**src/hdl/tcrm_pkg.sv**
```systemverilog
// ----------------------------------------------------------------------------
// tcrm_pkg
// Shared types and constants of the tick client rate multiplexer.
// ----------------------------------------------------------------------------
package tcrm_pkg;

  // table size and derived widths
  localparam int CLIENTS   = 8;
  localparam int IDX_W     = (CLIENTS > 1) ? $clog2(CLIENTS) : 1;
  localparam int FIRE_W    = 8;
  localparam int KEY_W     = 16;
  localparam int US_W      = 20;
  localparam int KHZ_W     = 22;
  localparam int CYC_W     = 32;
  localparam int DIVD_W    = CYC_W;
  localparam int DCNT_W    = $clog2(DIVD_W + 1);

  localparam logic [KHZ_W-1:0] KHZ_RESET = KHZ_W'(1000000);
  localparam logic [CYC_W-1:0] US_PER_MS = CYC_W'(1000);

  // exact divide by 1000 through reciprocal multiplication
  // khz = kq * 1000 + kr, cycles = kq * us + (kr * us) / 1000
  localparam int KQ_W    = 13;
  localparam int KR_W    = 10;
  localparam int KRCP_W  = 23;
  localparam int KRCP_SH = 32;
  localparam logic [KRCP_W-1:0] KHZ_RECIP =
    KRCP_W'((64'd1 << KRCP_SH) / 64'(US_PER_MS) + 64'd1);
  localparam int LO_W    = KR_W + US_W;
  localparam int LRCP_W  = 31;
  localparam int LRCP_SH = 40;
  localparam logic [LRCP_W-1:0] LO_RECIP =
    LRCP_W'((64'd1 << LRCP_SH) / 64'(US_PER_MS) + 64'd1);
  localparam int HI_W    = KQ_W + US_W;
  localparam int SUM_W   = CYC_W + 2;

  typedef enum logic [1:0] {
    CMD_TICK   = 2'd0,
    CMD_ADD    = 2'd1,
    CMD_REMOVE = 2'd2,
    CMD_NONE   = 2'd3
  } cmd_t;

  typedef enum logic [1:0] {
    ST_OK      = 2'd0,
    ST_DUP     = 2'd1,
    ST_FULL    = 2'd2,
    ST_MISSING = 2'd3
  } status_t;

  typedef enum logic [3:0] {
    ENG_IDLE,
    ENG_MUL,
    ENG_CONV_GO,
    ENG_CONV_WAIT,
    ENG_CONV_DONE,
    ENG_SCAN,
    ENG_RATIO,
    ENG_RATIO_WAIT,
    ENG_PUSH
  } eng_state_t;

  typedef struct packed {
    cmd_t             cmd;
    logic [KEY_W-1:0] key;
    logic [US_W-1:0]  us;
  } item_t;

  typedef struct packed {
    status_t           status;
    logic [FIRE_W-1:0] fire;
    logic              update;
    logic [CYC_W-1:0]  interval;
  } result_t;

endpackage

```
**src/hdl/tcrm_front.sv**
```systemverilog
// ----------------------------------------------------------------------------
// tcrm_front
// Input side: accepts items, decodes the command and holds them in a
// two-entry queue for the engine.
// ----------------------------------------------------------------------------
module tcrm_front (
  input  logic                  clk,
  input  logic                  rst,
  input  logic                  push,
  output logic                  full,
  input  logic [1:0]            cmd,
  input  logic [15:0]           client_key,
  input  logic [19:0]           interval_us,
  output logic                  item_valid,
  output tcrm_pkg::item_t       item,
  input  logic                  item_ready
);
  import tcrm_pkg::*;

  item_t      q [2];
  logic       wr_ptr;
  logic       rd_ptr;
  logic [1:0] cnt;
  logic       do_push;
  logic       do_pop;
  item_t      decoded;

  // command decode
  always_comb begin
    decoded.key = client_key;
    decoded.us  = interval_us;
    decoded.cmd = cmd_t'(cmd);
  end

  assign full       = (cnt == 2'd2);
  assign item_valid = (cnt != 2'd0);
  assign item       = q[rd_ptr];
  assign do_push    = push && !full;
  assign do_pop     = item_valid && item_ready;

  // queue storage
  always_ff @(posedge clk) begin
    if (do_push) begin
      q[wr_ptr] <= decoded;
    end
  end

  // queue pointers
  always_ff @(posedge clk) begin
    if (rst) begin
      wr_ptr <= 1'b0;
      rd_ptr <= 1'b0;
      cnt    <= 2'd0;
    end else begin
      if (do_push) begin
        wr_ptr <= ~wr_ptr;
      end
      if (do_pop) begin
        rd_ptr <= ~rd_ptr;
      end
      cnt <= cnt + {1'b0, do_push} - {1'b0, do_pop};
    end
  end

endmodule

```
**src/hdl/tcrm_div.sv**
```systemverilog
// ----------------------------------------------------------------------------
// tcrm_div
// Restoring divider, one quotient bit per cycle.
// ----------------------------------------------------------------------------
module tcrm_div (
  input  logic                        clk,
  input  logic                        rst,
  input  logic                        start,
  input  logic [tcrm_pkg::DIVD_W-1:0] dividend,
  input  logic [tcrm_pkg::CYC_W-1:0]  divisor,
  output logic                        busy,
  output logic                        done,
  output logic [tcrm_pkg::DIVD_W-1:0] quotient
);
  import tcrm_pkg::*;

  logic [DIVD_W-1:0] quo;
  logic [CYC_W-1:0]  rem;
  logic [CYC_W-1:0]  dsr;
  logic [DCNT_W-1:0] cnt;
  logic [CYC_W:0]    trial;
  logic [CYC_W:0]    diff;
  logic              fits;

  // one trial subtraction
  assign trial    = {rem, quo[DIVD_W-1]};
  assign diff     = trial - {1'b0, dsr};
  assign fits     = (trial >= {1'b0, dsr});
  assign quotient = quo;

  always_ff @(posedge clk) begin
    if (start) begin
      quo <= dividend;
      rem <= '0;
      dsr <= divisor;
    end else if (busy) begin
      rem <= fits ? diff[CYC_W-1:0] : trial[CYC_W-1:0];
      quo <= {quo[DIVD_W-2:0], fits};
    end
  end

  // control
  always_ff @(posedge clk) begin
    if (rst) begin
      busy <= 1'b0;
      done <= 1'b0;
      cnt  <= '0;
    end else begin
      done <= 1'b0;
      if (start) begin
        busy <= 1'b1;
        cnt  <= DCNT_W'(DIVD_W);
      end else if (busy) begin
        cnt <= cnt - 1'b1;
        if (cnt == DCNT_W'(1)) begin
          busy <= 1'b0;
          done <= 1'b1;
        end
      end
    end
  end

endmodule

```
**src/hdl/tcrm_engine.sv**
```systemverilog
// ----------------------------------------------------------------------------
// tcrm_engine
// Back side: client table, tick countdowns, unit conversion, interval
// minimum and reload ratios, and the two-entry result queue.
// ----------------------------------------------------------------------------
module tcrm_engine (
  input  logic                       clk,
  input  logic                       rst,
  input  logic                       item_valid,
  input  tcrm_pkg::item_t            item,
  output logic                       item_ready,
  input  logic                       cfg_valid,
  output logic                       cfg_ready,
  input  logic [tcrm_pkg::KHZ_W-1:0] cfg_data,
  output logic                       empty,
  input  logic                       pop,
  output tcrm_pkg::result_t          result
);
  import tcrm_pkg::*;

  // table and shared interval
  logic [KEY_W-1:0] slot_key    [CLIENTS];
  logic [CYC_W-1:0] slot_period [CLIENTS];
  logic [CYC_W-1:0] slot_count  [CLIENTS];
  logic [CYC_W-1:0] slot_reload [CLIENTS];
  logic [CYC_W-1:0] shared;
  logic [KHZ_W-1:0] clock_khz;

  // sequencer registers
  eng_state_t        state;
  eng_state_t        state_next;
  logic [IDX_W-1:0]  idx;
  logic [IDX_W-1:0]  tgt;
  logic [KEY_W-1:0]  key_hold;
  logic [US_W-1:0]   us_hold;
  logic [CYC_W-1:0]  min_val;
  status_t           res_status;
  logic [FIRE_W-1:0] res_fire;
  logic              res_update;

  // conversion pipeline
  logic [KQ_W-1:0]         kq;
  logic [HI_W-1:0]         part_hi;
  logic [LO_W-1:0]         part_lo;
  logic [US_W-1:0]         lo_q;
  logic [KHZ_W+KRCP_W-1:0] kq_prod;
  logic [KHZ_W-1:0]        kr_full;
  logic [LO_W+LRCP_W-1:0]  lo_prod;
  logic [SUM_W-1:0]        conv_sum;

  // result queue
  result_t    outq [2];
  logic       wr_ptr;
  logic       rd_ptr;
  logic [1:0] out_cnt;
  logic       out_push;
  logic       out_pop;

  // divider hookup
  logic              div_start;
  logic [DIVD_W-1:0] div_dividend;
  logic [CYC_W-1:0]  div_divisor;
  logic              div_busy;
  logic              div_done;
  logic [DIVD_W-1:0] div_quo;

  // table lookup
  logic [CLIENTS-1:0] live;
  logic [CLIENTS-1:0] match;
  logic               any_free;
  logic [IDX_W-1:0]   free_idx;
  logic               any_hit;
  logic [IDX_W-1:0]   hit_idx;
  logic               last;
  logic [CYC_W-1:0]   cyc;
  logic [CYC_W-1:0]   scan_min;

  // tick datapath
  logic [CYC_W-1:0]   tick_count [CLIENTS];
  logic [CLIENTS-1:0] tick_fire;
  logic [FIRE_W-1:0]  tick_mask;

  tcrm_div u_div (
    .clk      (clk),
    .rst      (rst),
    .start    (div_start),
    .dividend (div_dividend),
    .divisor  (div_divisor),
    .busy     (div_busy),
    .done     (div_done),
    .quotient (div_quo)
  );

  // key compare and slot search
  always_comb begin
    any_free = 1'b0;
    free_idx = '0;
    any_hit  = 1'b0;
    hit_idx  = '0;
    for (int i = CLIENTS - 1; i >= 0; i--) begin
      live[i]  = (slot_key[i] != '0);
      match[i] = (slot_key[i] == item.key);
      if (!live[i]) begin
        any_free = 1'b1;
        free_idx = IDX_W'(i);
      end
      if (live[i] && match[i]) begin
        any_hit = 1'b1;
        hit_idx = IDX_W'(i);
      end
    end
  end

  assign last = (idx == IDX_W'(CLIENTS - 1));

  // reciprocal products for the divide by 1000
  assign kq_prod  = (KHZ_W+KRCP_W)'(clock_khz) * (KHZ_W+KRCP_W)'(KHZ_RECIP);
  assign kr_full  = clock_khz - KHZ_W'(kq) * KHZ_W'(US_PER_MS);
  assign lo_prod  = (LO_W+LRCP_W)'(part_lo) * (LO_W+LRCP_W)'(LO_RECIP);
  assign conv_sum = SUM_W'(part_hi) + SUM_W'(lo_q);

  // conversion result: saturate, then clamp to one
  always_comb begin
    if (conv_sum[SUM_W-1:CYC_W] != '0) begin
      cyc = '1;
    end else if (conv_sum[CYC_W-1:0] == '0) begin
      cyc = CYC_W'(1);
    end else begin
      cyc = conv_sum[CYC_W-1:0];
    end
  end

  // running minimum for the remove scan
  always_comb begin
    scan_min = min_val;
    if (live[idx] && (min_val == '0 || slot_period[idx] < min_val)) begin
      scan_min = slot_period[idx];
    end
  end

  // per-slot countdown on a tick
  always_comb begin
    tick_mask = '0;
    for (int i = 0; i < CLIENTS; i++) begin
      tick_count[i] = slot_count[i];
      tick_fire[i]  = 1'b0;
      if (live[i]) begin
        tick_count[i] = slot_count[i] - 1'b1;
        if (tick_count[i] == '0) begin
          tick_count[i] = (shared == '0) ? slot_period[i] : slot_reload[i];
          tick_fire[i]  = 1'b1;
        end
      end
    end
    for (int b = 0; b < FIRE_W; b++) begin
      if (b < CLIENTS) begin
        tick_mask[b] = tick_fire[b];
      end
    end
  end

  // sequencer next state and strobes
  always_comb begin
    state_next   = state;
    item_ready   = 1'b0;
    div_start    = 1'b0;
    div_dividend = DIVD_W'(slot_period[idx]);
    div_divisor  = shared;
    out_push     = 1'b0;
    case (state)
      ENG_IDLE: begin
        item_ready = 1'b1;
        if (item_valid) begin
          state_next = ENG_PUSH;
          if (item.cmd == CMD_ADD && !(|match) && any_free) begin
            state_next = ENG_MUL;
          end else if (item.cmd == CMD_REMOVE && any_hit) begin
            state_next = ENG_SCAN;
          end
        end
      end
      ENG_MUL: begin
        state_next = ENG_CONV_GO;
      end
      ENG_CONV_GO: begin
        state_next = ENG_CONV_WAIT;
      end
      ENG_CONV_WAIT: begin
        state_next = ENG_CONV_DONE;
      end
      ENG_CONV_DONE: begin
        state_next = ENG_RATIO;
      end
      ENG_SCAN: begin
        if (last) begin
          state_next = (scan_min == '0) ? ENG_PUSH : ENG_RATIO;
        end
      end
      ENG_RATIO: begin
        if (live[idx]) begin
          div_start  = 1'b1;
          state_next = ENG_RATIO_WAIT;
        end else if (last) begin
          state_next = ENG_PUSH;
        end
      end
      ENG_RATIO_WAIT: begin
        if (div_done) begin
          state_next = last ? ENG_PUSH : ENG_RATIO;
        end
      end
      ENG_PUSH: begin
        if (out_cnt != 2'd2) begin
          out_push   = 1'b1;
          state_next = ENG_IDLE;
        end
      end
      default: begin
        state_next = ENG_IDLE;
      end
    endcase
  end

  always_ff @(posedge clk) begin
    if (rst) begin
      state <= ENG_IDLE;
    end else begin
      state <= state_next;
    end
  end

  // configuration register
  assign cfg_ready = 1'b1;

  always_ff @(posedge clk) begin
    if (rst) begin
      clock_khz <= KHZ_RESET;
    end else if (cfg_valid) begin
      clock_khz <= cfg_data;
    end
  end

  // table keys and shared interval
  always_ff @(posedge clk) begin
    if (rst) begin
      for (int i = 0; i < CLIENTS; i++) begin
        slot_key[i] <= '0;
      end
      shared <= '0;
    end else begin
      case (state)
        ENG_IDLE: begin
          if (item_valid && item.cmd == CMD_REMOVE && any_hit) begin
            slot_key[hit_idx] <= '0;
          end
        end
        ENG_CONV_DONE: begin
          slot_key[tgt] <= key_hold;
          if (shared == '0 || cyc < shared) begin
            shared <= cyc;
          end
        end
        ENG_SCAN: begin
          if (last) begin
            shared <= scan_min;
          end
        end
        default: begin
        end
      endcase
    end
  end

  // slot payload and working registers
  always_ff @(posedge clk) begin
    case (state)
      ENG_IDLE: begin
        idx        <= '0;
        min_val    <= '0;
        res_status <= ST_OK;
        res_fire   <= '0;
        res_update <= 1'b0;
        tgt        <= free_idx;
        key_hold   <= item.key;
        us_hold    <= item.us;
        if (item_valid) begin
          case (item.cmd)
            CMD_TICK: begin
              for (int i = 0; i < CLIENTS; i++) begin
                slot_count[i] <= tick_count[i];
              end
              res_fire <= tick_mask;
            end
            CMD_ADD: begin
              if (|match) begin
                res_status <= ST_DUP;
              end else if (!any_free) begin
                res_status <= ST_FULL;
              end else begin
                res_update <= 1'b1;
              end
            end
            CMD_REMOVE: begin
              if (!any_hit) begin
                res_status <= ST_MISSING;
              end else begin
                slot_period[hit_idx] <= '0;
                slot_count[hit_idx]  <= '0;
                res_update           <= 1'b1;
              end
            end
            default: begin
            end
          endcase
        end
      end
      ENG_MUL: begin
        kq <= kq_prod[KRCP_SH+KQ_W-1:KRCP_SH];
      end
      ENG_CONV_GO: begin
        part_hi <= HI_W'(kq) * HI_W'(us_hold);
        part_lo <= LO_W'(kr_full[KR_W-1:0]) * LO_W'(us_hold);
      end
      ENG_CONV_WAIT: begin
        lo_q <= lo_prod[LRCP_SH+US_W-1:LRCP_SH];
      end
      ENG_CONV_DONE: begin
        slot_period[tgt] <= cyc;
      end
      ENG_SCAN: begin
        min_val <= scan_min;
        idx     <= last ? '0 : idx + 1'b1;
      end
      ENG_RATIO: begin
        if (!live[idx]) begin
          slot_count[idx]  <= '0;
          slot_reload[idx] <= '0;
          if (!last) begin
            idx <= idx + 1'b1;
          end
        end
      end
      ENG_RATIO_WAIT: begin
        if (div_done) begin
          slot_count[idx]  <= div_quo[CYC_W-1:0];
          slot_reload[idx] <= div_quo[CYC_W-1:0];
          if (!last) begin
            idx <= idx + 1'b1;
          end
        end
      end
      default: begin
      end
    endcase
  end

  // result queue
  assign empty   = (out_cnt == 2'd0);
  assign result  = outq[rd_ptr];
  assign out_pop = pop && !empty;

  always_ff @(posedge clk) begin
    if (out_push) begin
      outq[wr_ptr] <= '{status: res_status, fire: res_fire,
                        update: res_update, interval: shared};
    end
  end

  always_ff @(posedge clk) begin
    if (rst) begin
      wr_ptr  <= 1'b0;
      rd_ptr  <= 1'b0;
      out_cnt <= 2'd0;
    end else begin
      if (out_push) begin
        wr_ptr <= ~wr_ptr;
      end
      if (out_pop) begin
        rd_ptr <= ~rd_ptr;
      end
      out_cnt <= out_cnt + {1'b0, out_push} - {1'b0, out_pop};
    end
  end

`ifndef SYNTHESIS
  // result queue never overfills
  a_outq_bound: assert property (@(posedge clk) disable iff (rst)
    out_cnt != 2'd3)
    else $error("result queue overflow");

  // divider only started when it is free
  a_div_free: assert property (@(posedge clk) disable iff (rst)
    div_start |-> !div_busy)
    else $error("divider restarted while busy");

  // between transactions the shared interval is zero exactly when no client is live
  a_shared_live: assert property (@(posedge clk) disable iff (rst)
    (state == ENG_IDLE) |-> ((shared != '0) == (|live)))
    else $error("shared interval out of step with table");

  // a result is written only once per transaction
  a_one_push: assert property (@(posedge clk) disable iff (rst)
    out_push |=> !out_push)
    else $error("double result write");
`endif

endmodule

```
**src/hdl/tick_client_rate_multiplexer_core.sv**
```systemverilog
// ----------------------------------------------------------------------------
// tick_client_rate_multiplexer_core
// Table of periodic clients sharing one compare timer.
// ----------------------------------------------------------------------------
// Transactions are processed one at a time by the engine; two-entry queues on
// the input and result sides let either neighbor stall independently. A tick
// or a rejected request goes from the idle state straight to the result push.
// An accepted add runs the microsecond-to-cycle conversion (reciprocal
// multiplication) in the MUL, CONV_GO, CONV_WAIT and CONV_DONE states, then
// one divide per live client for its reload ratio and one step per free slot;
// a remove scans every slot for the minimum, then divides once per remaining
// client. The divides run on the single 32-bit divider, which retires one
// quotient bit per cycle.
module tick_client_rate_multiplexer_core (
  input  logic        clk,
  input  logic        rst,
  input  logic        push,
  output logic        full,
  input  logic [1:0]  cmd,
  input  logic [15:0] client_key,
  input  logic [19:0] interval_us,
  output logic        empty,
  input  logic        pop,
  output logic [1:0]  status,
  output logic [7:0]  fire_mask,
  output logic        compare_update,
  output logic [31:0] compare_interval,
  input  logic        cfg_valid,
  output logic        cfg_ready,
  input  logic [21:0] cfg_data
);
  import tcrm_pkg::*;

  logic    item_valid;
  logic    item_ready;
  item_t   item;
  result_t result;

  tcrm_front u_front (
    .clk         (clk),
    .rst         (rst),
    .push        (push),
    .full        (full),
    .cmd         (cmd),
    .client_key  (client_key),
    .interval_us (interval_us),
    .item_valid  (item_valid),
    .item        (item),
    .item_ready  (item_ready)
  );

  tcrm_engine u_engine (
    .clk        (clk),
    .rst        (rst),
    .item_valid (item_valid),
    .item       (item),
    .item_ready (item_ready),
    .cfg_valid  (cfg_valid),
    .cfg_ready  (cfg_ready),
    .cfg_data   (cfg_data),
    .empty      (empty),
    .pop        (pop),
    .result     (result)
  );

  // result fields
  assign status           = result.status;
  assign fire_mask        = result.fire;
  assign compare_update   = result.update;
  assign compare_interval = result.interval;

endmodule
```
**config.mk**
```make
export PLATFORM = sky130hd
export DESIGN_NAME = tick_client_rate_multiplexer_core
export DESIGN_NICKNAME = d
export VERILOG_FILES = /design/src/hdl/tcrm_pkg.sv /design/src/hdl/tcrm_front.sv /design/src/hdl/tcrm_div.sv /design/src/hdl/tcrm_engine.sv /design/src/hdl/tick_client_rate_multiplexer_core.sv
export SDC_FILE = /design/constraint.sdc
export NUM_CORES = 2
export LEC_CHECK = 0
export BUFFER_PORTS_ARGS = -buffer_cell sky130_fd_sc_hd__buf_2
export CAP_MARGIN = 20
export CELL_PAD_IN_SITES_DETAIL_PLACEMENT = 0
export CELL_PAD_IN_SITES_GLOBAL_PLACEMENT = 1
export CORE_AREA = 2 2 458 460
export CTS_CLUSTER_SIZE = 12
export DETAILED_ROUTE_END_ITERATION = 10
export DIE_AREA = 0 0 460 462
export MAX_ROUTING_LAYER = met4
export PLACE_DENSITY = 0.85
export SLEW_MARGIN = 20
export SYNTH_ARGS = -nofsm -noshare
export SYNTH_HDL_FRONTEND = slang
export SYNTH_SLANG_ARGS = --single-unit
```
**constraint.sdc**
```tcl
create_clock -name clk -period 16.73 [get_ports clk]
set_clock_uncertainty 0.2 [all_clocks]
set_input_delay 3.346 -clock clk [delete_from_list [all_inputs] [get_ports clk]]
set_output_delay 3.346 -clock clk [all_outputs]
set_load 0.05 [all_outputs]
```
# Yosys cells after proc, flatten, opt, wreduce, memory -nomap -nowiden
# Memories as Yosys holds them, arrays and structs flattened. A register that Yosys moved wholly into a read port is not among the register bits.
# Index checks and enable logic that the tools add are counted.
dict set report totals {
  reg_bits 351
  ramBits 1058
  elab_cells 337
  memories 6
}
dict set report classes {
  n_addsub 17
  multipliers 5
  n_lt_le_gt_ge 4
  eq_ne 29
  muxes 160
  bitwise_logic 7
  n_reduce_logical 72
}
# memory words width rd rd_ports_with_merged_regs wr line_no
set mem_list {}
lappend mem_list {u_engine.slot_count 8 32 8 0 8 tcrm_engine.sv:24} ;# logic [CYC_W-1:0] slot_count [CLIENTS];
lappend mem_list {u_engine.slot_period 8 32 9 1 1 tcrm_engine.sv:23} ;# logic [CYC_W-1:0] slot_period [CLIENTS];
lappend mem_list {u_engine.slot_reload 8 32 8 0 1 tcrm_engine.sv:25} ;# logic [CYC_W-1:0] slot_reload [CLIENTS];
lappend mem_list {u_engine.slot_key 8 16 8 0 8 tcrm_engine.sv:22} ;# logic [KEY_W-1:0] slot_key [CLIENTS];
lappend mem_list {u_engine.outq 2 43 1 1 1 tcrm_engine.sv:52} ;# result_t outq [2];
lappend mem_list {u_front.q 2 38 1 1 1 tcrm_front.sv:20} ;# item_t q [2];
# operator count
set op_table {}
lappend op_table {{$mux 32} 37}
lappend op_table {{$logic_not 32->1} 12}
lappend op_table {{$sub 32x1->32 const B} 8}
lappend op_table {{$eq 16x16->1} 8}
lappend op_table {{$pmux 32 s2} 2}
lappend op_table {{$reduce_bool 16->1} 8}
lappend op_table {{$reduce_or 32->1} 3}
lappend op_table {{$mux 1} 75}
lappend op_table {{$mux 3} 22}
lappend op_table {{$lt 32x32->1} 2}
lappend op_table {{$mul 30x29->58 const B} 1}
lappend op_table {{$mul 22x20->42 const B} 1}
lappend op_table {{$mux 4} 10}
lappend op_table {{$pmux 4 s9} 1}
lappend op_table {{$add 33x20->34} 1}
lappend op_table {{$ge 33x32->1} 1}
lappend op_table {{$mul 13x20->33} 1}
lappend op_table {{$mux 16} 2}
lappend op_table {{$reduce_or 16->1} 2}
lappend op_table {{$sub 32x32->32} 1}
lappend op_table {{$mul 10x20->30} 1}
lappend op_table {{$reduce_and 3->1} 10}
lappend op_table {{$logic_and 1x1->1} 17}
lappend op_table {{$eq 4x3->1 const B} 4}
lappend op_table {{other kinds (37)} 64}

# Depth between registers and ports, before layout
# An unclocked memory read counts as a cell.
dict set report depth {
  depth_word 19
  ltp_mapped 33
  ltp_nobuf 32
}

# Modules after synthesis
# Synthesis repeated with hierarchy kept, for this count alone.
dict set report hier_totals {
  hier_cells 8944
  hier_area_um2 103199.0
}
# mod n_inst cells_each area_each_um2 seq_area_each_um2
set by_module_without_submodules {}
lappend by_module_without_submodules {tcrm_engine 1 8192 94294.2 36244.8}
lappend by_module_without_submodules {tcrm_div 1 607 5925.7 2722.6}
lappend by_module_without_submodules {tcrm_front 1 145 2979.1 2382.3}

# Worst setup path before layout
# Ideal clock, no wire load.
dict set report synth_path {
  path_kind {register to register}
  startpoint {register u_engine.kq[0]}
  endpoint {register u_engine.part_lo[28] (data pin)}
  setup_time_ps 258
  arrival_ps 7738
  t_required_ps 16272
  setup_slack_ps 8534
  path_stages_with_launch 31
  n_path_buf 2
  cell_sequence {edfxtp_1 ha_1 ha_1 inv_1 fa_1 inv_1 fa_1 ha_1 xor2_1 ha_1 a21oi_1 xnor2_1 clkbuf_1 nand2_1 fa_1 fa_1 fa_1 fa_1 fa_1 inv_1 ha_1 buf_1 nand3_1 o2111a_1 o21ai_0 o211ai_1 o21ai_0 nand4_1 nand4b_1 a21oi_1 xnor2_1}
}
dict set report synth_between {
  elab_chain_cells 3
}
# element line_no
set synth_lines {}
lappend synth_lines {{start: declaration} tcrm_engine.sv:42} ;# logic [KQ_W-1:0] kq;
lappend synth_lines {{start signal: assignment} tcrm_engine.sv:318} ;# kq <= kq_prod[KRCP_SH+KQ_W-1:KRCP_SH];
lappend synth_lines {{$mul 13x7->7} tcrm_engine.sv:118} ;# assign kr_full = clock_khz - KHZ_W'(kq) * KHZ_W'(US_PER_MS);
lappend synth_lines {{$sub 10x10->10} tcrm_engine.sv:118}
lappend synth_lines {{$mul 10x20->30} tcrm_engine.sv:322} ;# part_lo <= LO_W'(kr_full[KR_W-1:0]) * LO_W'(us_hold);
lappend synth_lines {{end signal: assignment} tcrm_engine.sv:322}
lappend synth_lines {{end: declaration} tcrm_engine.sv:44} ;# logic [LO_W-1:0] part_lo;
# Every way passes these cells.
# A chain may end at the register's enable or synchronous reset.

# Worst setup path after layout
dict set report layout_path {
  startpoint {register u_engine.kq[1]}
  endpoint {register u_engine.part_lo[28] (data pin)}
}
# Same word-level chain as after synthesis.

==> results.sh <==
export IMPL_status="finished clean"
export IMPL_cts_buffers=155
export IMPL_core_mm2=0.208
export IMPL_route_detailed_drc=0
export IMPL_crit_top_cell="fa_1"
export IMPL_wl_per_cell_um=25.2
export IMPL_routed_wirelength_mm=306
export IMPL_finalWeightedCongestion=0.975
export IMPL_ios=111
export IMPL_route_vias_total=71700
export IMPL_r2r_start="u_engine.kq[1]"
export IMPL_relSlewSlack_pct=17.2
export IMPL_antenna_found_initial=16
export IMPL_crit_required_ns=17.05
export IMPL_setup_ws_ns=7.46
export IMPL_yosysWarnings=0
export IMPL_dp_cells=11800
export IMPL_synth_common_cells="1303 x edfxtp_1, 1206 x inv_1, 854 x ha_1"
export IMPL_multiInputGateArea_mm2=0.0561
export IMPL_io_buffers=109
export IMPL_pre_cts_ws_ns=7.55
export IMPL_slew_viol_final=0
export IMPL_vias_per_cell=5.91
export IMPL_area_growth_syn_to_layout_pct=8.60
export IMPL_ys_async_sr_fraction_pct=0
export IMPL_comb_power_share_pct=58.2
export IMPL_drt_iter0_drc=7868
export IMPL_post_synth_top_count_cell="edfxtp_1"
export IMPL_dr_pass1_iters=8
export IMPL_period_minus_slack_ns=9.27
export IMPL_syn_inst=9240
export IMPL_rsz0062_at_grt="no"
export IMPL_cap_viol_max_count=0
export IMPL_worstSetupEndpointType="flip-flop"
export IMPL_synth_seq_area_share_pct=40.1
export IMPL_holdBufCountCts=0
export IMPL_grt_pass1_wl_mm=455
export IMPL_cts_root_buffer="clkbuf_16"
export IMPL_overflow=0
export IMPL_switching_share_pct=42.2
export IMPL_post_synth_top_area_fraction_pct=37.9
export IMPL_synthesis_nets=10900
export IMPL_grtUsageTotal_pct=29.6
export IMPL_synth_area_leader_cell="edfxtp_1"
export IMPL_seq_power_share_pct=25.0
export IMPL_crit_start="u_engine.kq[1]"
export IMPL_cts_resized_gates=0
export IMPL_post_cts_setup_buffer_count=0
export IMPL_synthDistinctLibCells=98
export IMPL_slowest_stage="edfxtp_1"
export IMPL_power_share_clock_pct=16.9
export IMPL_netlist_area_mm2=0.103
export IMPL_num_rows=168
export IMPL_synth_edff_count=1303
export IMPL_cts_max_path_buffers=3
export IMPL_tns_ns=0
export IMPL_start_util_pct=49.5
export IMPL_dp_hpwl_mm=229
export IMPL_worstHoldStart="u_engine.res_fire[4]"
export IMPL_final_antenna_net_count=0
export IMPL_p_leak_nw=44.8
export IMPL_nNetsFinal=10900
export IMPL_worst_pin_slew_ns=1.23
export IMPL_cts_tree="done"
export IMPL_avgSynthCellArea_um2=11.2
export IMPL_htreeDepth=4
export IMPL_seq_area_mm2=0.0414
export IMPL_synth_flop_cell="edfxtp_1"
export IMPL_layout_drive_gt1_share_pct=9.31
export IMPL_hold_violations=0
export IMPL_finalNonFillerCells=12100
export IMPL_die_x_um=460
export IMPL_worstPathMaxFanout=23
export IMPL_cp_slowest_stage_delay_ns=0.86
export IMPL_clock_sinks=1414
export IMPL_die_area_mm2=0.213
export IMPL_die_h_um=462
export IMPL_vdd_ir_drop_worst_mv=0.335
export IMPL_power_density_mw_per_mm2=180
export IMPL_p_sw_mw=8.49
export IMPL_grt_pass1_vias=72100
export IMPL_num_fill_cells=17700
export IMPL_grt_start_max_net_pins=66
export IMPL_post_route_period_util_pct=55.4
export IMPL_finalSetupViolations=0
export IMPL_clock_fmax_mhz=108
export IMPL_worst_setup_path_start_kind="flip-flop"
export IMPL_path_clk_slew_ns=0.06
export IMPL_hold_class="flip-flop to flip-flop"
export IMPL_worstSetupPathType="flip-flop to flip-flop"
export IMPL_ys_ff_latch=1414
export IMPL_clkLatencyLatePin_ns=0.84
export IMPL_p_int_mw=11.6
export IMPL_yosys_top_cells_area="edfxtp_1 38%, fa_1 14%, ha_1 10%"
export IMPL_cp_arrival_ns=9.59
-- flip-flops by register name, indices dropped and copies added (netlist names), 33 cells and up, named ones only --
name / flops
u_engine.slot_count: 256
u_engine.slot_period: 256
u_engine.slot_reload: 256
u_engine.part_hi: 33
u_front.q: 76
u_engine.outq: 86
u_engine.slot_key: 128
-- worst paths after layout --
path              slack (ns)  cells past startpoint                   end
hold / removal          0.25                      0  u_engine.outq[1][37]
setup reg to reg        7.46                     31  u_engine.part_lo[28]
hold reg to reg         0.25                      0  u_engine.outq[1][37]
setup / recovery        7.46                     31  u_engine.part_lo[28]
-- routing by layer --
| layer | vias up | GRT usage (%) | routed length, µm |
|---|---|---|---|
| met2 | 3114 | 46.8 | 143000 |
| met5 | - | - | 0 |
| li1 | 32100 | - | - |
| met4 | 0 | 11.6 | 13400 |
| met3 | 541 | 4.80 | 24900 |
| met1 | 35900 | 38.3 | 124000 |
-- stage by stage --
step	hold slack, ns	total power, mW	utilization (%)	instance area, µm²
final	0.251	20.1	53.8	112000
after detailed placement	0.239	16.7	51.3	107000
after floorplan	0.221	13.8	-	103000
after global routing	0.262	21.9	53.8	112000
after CTS	0.252	20.2	53.7	112000
after global placement	0.225	16.4	51.3	107000
-- cell usage in the layout, fill, tap and decap left out, drive strengths merged, types with 48 or more instances in the layout --
| cell type | Yosys | routed |
|---|---|---|
| ha | 854 | 854 |
| buf | 87 | 235 |
| and2 | 229 | 229 |
| or4 | 48 | 48 |
| a21o | 78 | 78 |
| fa | 719 | 719 |
| nand2 | 753 | 753 |
| mux4 | 66 | 66 |
| xnor2 | 374 | 374 |
| nor2 | 627 | 627 |
| inv | 1207 | 1214 |
| o21ai | 325 | 325 |
| mux2 | 250 | 250 |
| nand2b | 52 | 52 |
| o21a | 58 | 58 |
| a21oi | 354 | 354 |
| dfxtp | 111 | 111 |
| nand4 | 88 | 88 |
| o211ai | 93 | 93 |
| clkinv | 2 | 54 |
| clkbuf | 263 | 198 |
| nor3 | 159 | 159 |
| edfxtp | 1303 | 1303 |
| mux2i | 279 | 279 |
| a211oi | 60 | 60 |
| xor2 | 140 | 140 |
| nand3 | 90 | 90 |
| nor4 | 155 | 155 |
-- layout make-up --
cell class,count,share of cell area (%)
tap,2720,3.04
antenna,9,0.0201
clock buffer,198,3.66
multi-input combinational,6267,50.1
timing repair buffer,235,1.40
inverter,1209,4.05
clock inverter,73,0.768
sequential,1414,36.9
-- cell families after synthesis --
group                    count (synthesis)  share of synthesized area (%)
buffers and inverters                 1559                           5.80
other                                    1                        0.00364
flip-flops                            1414                           40.1
AND/OR/NAND/NOR                       2413                           11.3
AO/OA/AOI/OAI                         1171                           7.05
adder cells (fa/ha/maj)               1573                           24.3
multiplexers                           595                           7.07
XOR/XNOR                               514                           4.37
-- critical path: cells and delay by family (launching register included) --
family	cells	cell delay, ns
AO/OA/AOI/OAI	7	1.64
XOR/XNOR	3	0.43
adder cells (fa/ha/maj)	12	4.96
buffers and inverters	6	0.49
flip-flops	1	0.86
AND/OR/NAND/NOR	3	0.39
-- power by group through the flow --
stage | clock [mW] | combinational (mW) | sequential, mW
floorplan | 0 | 8.79 | 4.98
global placement | 0 | 11.4 | 5.09
detailed placement | 0 | 11.6 | 5.10
CTS | 3.43 | 11.7 | 5.03
global route | 3.56 | 13.3 | 5.05
finish | 3.40 | 11.7 | 5.03
(Power assumes the default switching activity.)
